`config.mk`:
```
export PLATFORM = sky130hd
export DESIGN_NAME = pgp_mac
export DESIGN_NICKNAME = d
export VERILOG_FILES = /design/src/sv/pgp_pkg.sv /design/src/sv/pgp_mac.sv
export SDC_FILE = /design/constraint.sdc
export NUM_CORES = 2
export LEC_CHECK = 0
export ABC_AREA = 1
export BUFFER_PORTS_ARGS = -buffer_cell sky130_fd_sc_hd__buf_4
export CORE_MARGIN = 4
export CORE_UTILIZATION = 50
export CTS_CLUSTER_DIAMETER = 150
export DETAILED_ROUTE_END_ITERATION = 6
export PLACE_DENSITY_LB_ADDON = 0.12
export SLEW_MARGIN = 30
export SYNTH_ARGS = -nofsm -noshare
export SYNTH_HDL_FRONTEND = slang
export SYNTH_SLANG_ARGS = --single-unit
```
`constraint.sdc`:
```
create_clock -name clk -period 22.3 [get_ports clk]
set_input_delay 5.575 -clock clk [delete_from_list [all_inputs] [get_ports clk]]
set_output_delay 5.575 -clock clk [all_outputs]
set_load 0.02 [all_outputs]
```
`src/sv/pgp_pkg.sv`:
```
// Shared types, constants and address helpers for the grid projection stencil.
`default_nettype none
package pgp_pkg;

  localparam int GRID_X = 32;
  localparam int GRID_Y = 32;
  localparam int GRID_Z = 32;
  localparam int CELLS  = GRID_X * GRID_Y * GRID_Z;
  localparam int ADDR_W = $clog2(CELLS);

  localparam int COORD_W = 5;
  localparam int WORD_W  = 32;
  localparam int FGH_W   = 3 * WORD_W;
  localparam int DIFF_W  = WORD_W + 1;
  localparam int HALF_W  = 16;
  localparam int PROD_W  = DIFF_W + HALF_W + 1;
  localparam int ACC_W   = PROD_W + HALF_W + 2;
  localparam int RND_W   = ACC_W - HALF_W;
  localparam int VAL_W   = RND_W + 1;
  localparam int CFG_IDX_W = 3;

  typedef logic [1:0]                op_t;
  typedef logic [1:0]                lane_t;
  typedef logic [COORD_W-1:0]        coord_t;
  typedef logic [ADDR_W-1:0]         addr_t;
  typedef logic signed [WORD_W-1:0]  word_t;
  typedef logic signed [DIFF_W-1:0]  diff_t;
  typedef logic [CFG_IDX_W-1:0]      cfg_idx_t;

  localparam op_t OP_WR_VEL = 2'd0;
  localparam op_t OP_WR_P   = 2'd1;
  localparam op_t OP_RD_DIV = 2'd2;
  localparam op_t OP_RD_VEL = 2'd3;

  localparam cfg_idx_t CFG_INV_DX = 3'd0;
  localparam cfg_idx_t CFG_INV_DY = 3'd1;
  localparam cfg_idx_t CFG_INV_DZ = 3'd2;
  localparam cfg_idx_t CFG_DT_DX  = 3'd3;
  localparam cfg_idx_t CFG_DT_DY  = 3'd4;
  localparam cfg_idx_t CFG_DT_DZ  = 3'd5;

  localparam lane_t LANE_FIRST = 2'd0;
  localparam lane_t LANE_LAST  = 2'd2;

  localparam logic [WORD_W-1:0] COEF_RESET = 32'h0001_0000;
  localparam logic [ACC_W-1:0]  ROUND_HALF = ACC_W'(32768);

  typedef struct packed {
    logic  valid;
    logic  first;
    logic  last;
    logic  sub;
    lane_t lane;
  } mac_ctl_t;

  typedef struct packed {
    logic              valid;
    lane_t             lane;
    logic              clip;
    logic [WORD_W-1:0] value;
  } mac_res_t;

  function automatic logic in_grid(coord_t x, coord_t y, coord_t z);
    return (32'(x) < GRID_X) && (32'(y) < GRID_Y) && (32'(z) < GRID_Z);
  endfunction

  function automatic coord_t wrap_dec(coord_t v, int unsigned grid);
    return (v == '0) ? COORD_W'(grid - 1) : v - 1'b1;
  endfunction

  function automatic coord_t wrap_inc(coord_t v, int unsigned grid);
    return ((32'(v) + 32'd1) >= grid) ? '0 : v + 1'b1;
  endfunction

  function automatic addr_t cell_addr(coord_t x, coord_t y, coord_t z);
    addr_t ax, ay, az;
    ax = ADDR_W'(x);
    ay = ADDR_W'(y);
    az = ADDR_W'(z);
    return (ax * ADDR_W'(GRID_Y) + ay) * ADDR_W'(GRID_Z) + az;
  endfunction

endpackage
`default_nettype wire

```
`src/sv/pgp_mac.sv`:
```
// Pipelined multiply-accumulate, rounding and saturation for stencil terms.
`default_nettype none
module pgp_mac (
  input  wire logic                  clk,
  input  wire logic                  rst,
  input  wire pgp_pkg::mac_ctl_t     ctl,
  input  wire pgp_pkg::diff_t        d,
  input  wire logic [31:0]           coef,
  input  wire pgp_pkg::word_t        base,
  output pgp_pkg::mac_res_t          res
);
  import pgp_pkg::*;

  mac_ctl_t s1_ctl, s2_ctl, s3_ctl;
  word_t    s1_base, s2_base, s3_base;
  logic signed [PROD_W-1:0] p_hi, p_lo;
  logic signed [ACC_W-1:0]  acc;
  logic signed [ACC_W-1:0]  hi_ext, lo_ext, term, rnd_sum;
  logic signed [RND_W-1:0]  rnd;
  logic signed [VAL_W-1:0]  val;
  logic                     clip;

  // coefficient split in two 16-bit halves keeps each multiplier near 33x17
  always_ff @(posedge clk) begin
    p_hi    <= d * $signed({1'b0, coef[WORD_W-1:HALF_W]});
    p_lo    <= d * $signed({1'b0, coef[HALF_W-1:0]});
    s1_base <= base;
  end

  always_comb begin
    hi_ext  = {{(ACC_W-PROD_W){p_hi[PROD_W-1]}}, p_hi};
    lo_ext  = {{(ACC_W-PROD_W){p_lo[PROD_W-1]}}, p_lo};
    term    = {hi_ext[ACC_W-HALF_W-1:0], {HALF_W{1'b0}}} + lo_ext;
    rnd_sum = acc + ROUND_HALF;
  end

  always_ff @(posedge clk) begin
    if (s1_ctl.valid) begin
      acc <= (s1_ctl.first ? '0 : acc) + term;
    end
    s2_base <= s1_base;
    rnd     <= rnd_sum[ACC_W-1:HALF_W];
    s3_base <= s2_base;
  end

  always_comb begin
    if (s3_ctl.sub) begin
      val = {{(VAL_W-WORD_W){s3_base[WORD_W-1]}}, s3_base} - {rnd[RND_W-1], rnd};
    end else begin
      val = {rnd[RND_W-1], rnd};
    end
    clip = !((&val[VAL_W-1:WORD_W-1]) || !(|val[VAL_W-1:WORD_W-1]));
  end

  always_ff @(posedge clk) begin
    if (rst) begin
      s1_ctl    <= '0;
      s2_ctl    <= '0;
      s3_ctl    <= '0;
      res.valid <= 1'b0;
    end else begin
      s1_ctl    <= ctl;
      // only the last term of a sum leaves the accumulator
      s2_ctl    <= '{valid: s1_ctl.valid && s1_ctl.last, first: s1_ctl.first,
                     last: s1_ctl.last, sub: s1_ctl.sub, lane: s1_ctl.lane};
      s3_ctl    <= s2_ctl;
      res.valid <= s3_ctl.valid;
    end
    res.lane <= s3_ctl.lane;
    res.clip <= clip;
    if (clip) begin
      res.value <= val[VAL_W-1] ? 32'h8000_0000 : 32'h7FFF_FFFF;
    end else begin
      res.value <= val[WORD_W-1:0];
    end
  end

endmodule
`default_nettype wire

```
==> results_dict.tcl <==
set metrics [dict create \
    outcome "completed" \
    tritoncts "built" \
    cp_cell_sequence "buf_4 -> nand2_1 -> inv_1 -> fa_1 -> fa_1 -> fa_1 -> fa_1 -> inv_1 -> fa_1 -> inv_1 -> fa_1 -> ha_1 -> nand2_1 -> nor2_1 -> inv_1 -> nor4_1 -> nand2_1 -> o211ai_1 -> xor2_1" \
    syn_inst 8285 \
    min_from "s2_base[1]" \
    synth_top_area_cell "fa_1" \
    synth_top_area_share_pct 33.0 \
    critical_path_class "in -> reg" \
    finalMaxSlewViolations 0 \
    gp_congestion 0.996 \
    arrival_ps 12430 \
    period_needed_ps 12000 \
    rows 128 \
    drtIter0Drc 3233 \
    reg2reg_slack_ps 16820 \
    tightest_slew_ps 936 \
    finalInstanceArea_um2 64700 \
    path_clk_slew_ps 70 \
    fin_nets 9742 \
    initial_core_util_pct 50.3 \
    synthTopCellsByCount "2331 x inv_1, 2053 x nand2_1, 1009 x fa_1" \
    yosysSeqAreaShare_pct 13.1 \
    die_area_um2 128000 \
    worst-path-max-fanout 33 \
    finalCritPeriodShare_pct 53.8 \
    path_buf_inv 5 \
    yosys_warnings 0 \
    placed_area_um2 63300 \
    clock_latency_ps 610 \
    drt_pass1_iterations 5 \
    crit_top_cell "fa_1" \
    portBuffers 140 \
    async_reset_ff_share_pct 0 \
    num_vias 50500 \
    htreeDepth 2 \
    viasPerCell 5.12 \
    postCtsSetupRepairBufs 0 \
    grt_antenna_before_repair 2 \
    reg2reg_depth 25 \
    cts.repair.resized 0 \
    rsz0062_at_grt "no" \
    cts_buffers 39 \
    worst_path_max_delay_cell "fa_1" \
    synth_most_common_cell "inv_1" \
    area_growth_pct 5.77 \
    wire_per_inst_um 19.2 \
    skew_ps 27.6 \
    finalHoldViolations 0 \
    overflow 0 \
    grt_pass1_wl_um 300000 \
    endpoint_kind "register" \
    maxCapViolations 0 \
    slew-limit-headroom_pct 37.5 \
    ant_nets 0 \
    synth.distinct_cells 50 \
    start_kind "input pin" \
    drive_above_1_share_pct 3.55 \
    synthesis.nets 9807 \
    setup_viol 0 \
    synth-edff-count 68 \
    rr_startpoint "p_hi[0]" \
    groute.usage.overall_pct 30.2 \
    worstHoldPathType "reg -> reg" \
    hpwl_um 154000 \
    cts_sinks 366 \
    fin_tns_setup_ps 0 \
    min_to "s3_base[1]" \
    avgSynthCellArea_um2 7.38 \
    post-route-drc-count 0 \
    clk_path_buf_depth 3 \
    whs_ps 326 \
    critical-path-top-delay-family "adder cells" \
    grt_pass1_vias 54000 \
    clock.fmax_ghz 0.0833 \
    hold_path_depth 0 \
    synth-main-ff-cell "dfxtp_1" \
    die_y_um 358 \
    core_um2 122000 \
    yosys-top-cells-area "fa_1 33%, inv_1 14%, nand2_1 13%" \
    io_pins 141 \
    cts-root-buf "clkbuf_16" \
    reg2reg_to "acc[67]" \
    die_w_um 358 \
    synth_area_um2 61200 \
    grt_start_max_net_pins 69 \
    cp.required_ps 22730 \
    ys_ff_latch 366 \
    critical-path-max-stage-delay_ps 940 \
    wl_um 190000 \
    cts_hold_buffers 0 \
]
[metal layers]
layer / part of all wire (%) / vias up / GRT usage, %
met3: 5.4 / 431 / 2.93
li1: - / 24100 / -
met2: 49 / 1587 / 53.9
met5: 0 / - / 0
met1: 41 / 24400 / 37.7
met4: 4.6 / 0 / 12.0
[worst reg2reg max path, delay by kind of cell (launching register included)]
kind / cells / cell delay [ps]
DFF: 1 / 300
xor gates and xnor gates: 2 / 290
AOI/OAI and AO/OA: 6 / 1470
buffers and inverters: 3 / 310
and+or+nand+nor: 11 / 1850
adders and majority gates: 3 / 990
[how the worst max path moves through the flow]
stage | startpoint | slack, ps | depth (start not counted) | to
after CTS | d[21] | 10370 | 23 | p_lo[44]
after global placement | d[21] | 9700 | 23 | p_lo[44]
after floorplan | coef[2] | 11210 | 24 | p_lo[44]
after global routing | d[20] | 10080 | 23 | p_lo[44]
after detailed placement | coef[2] | 9730 | 19 | p_lo[46]
final | coef[2] | 10300 | 19 | p_lo[46]
[kinds of logic after synthesis]
family / after synthesis / share of synthesized area, %
fa+ha+maj: 1417 / 41.4
xor+xnor: 272 / 3.89
buf+inv: 2600 / 16.0
flops: 366 / 13.1
compound gates: 773 / 6.93
simple gates: 2857 / 18.7
[sequential cells by signal (all words and copies together) (netlist names), 32 cells and up]
register	cells
acc	68
p_hi	50
p_lo	50
res	36
rnd	52
s1_base	32
s2_base	32
s3_base	32
[area by class of cell]
type                            instances  area, um^2
Sequential cell                       366        8010
Clock buffer                           48        1080
Antenna cell                            1        2.50
Timing Repair Buffer                  146        1100
Multi-Input combinational cell       5319       43400
Fill cell                           12100       57000
Tap cell                             1625        2030
Inverter                             2348        8810
Clock inverter                         23         304
[metrics by stage]
step	worst slack, ps	cells	util [%]
2_1_floorplan	11210	8285	-
3_3_place_gp	9700	9804	52.0
3_5_place_dp	9730	9804	52.0
4_1_cts	10370	9875	53.2
5_1_grt	10080	9875	53.2
6_report	10300	9876	53.2
[placed cells by master, fill, tap and decap left out, drive strengths merged, types with 10 or more instances in the layout]
master	instances
inv	2355
nand2	2064
fa	1009
nor2	500
ha	408
a21oi	383
dfxtp	298
o21ai	205
xor2	194
buf	146
nand3	140
a31oi	86
xnor2	78
edfxtp	68
nor3	58
nand4	51
clkbuf	48
o21a	30
nor4	22
o211ai	18
a21boi	10
a21o	10
Power is not shown: default switching activity piles up to over one toggle a cycle in this logic, so the estimate is an artifact.
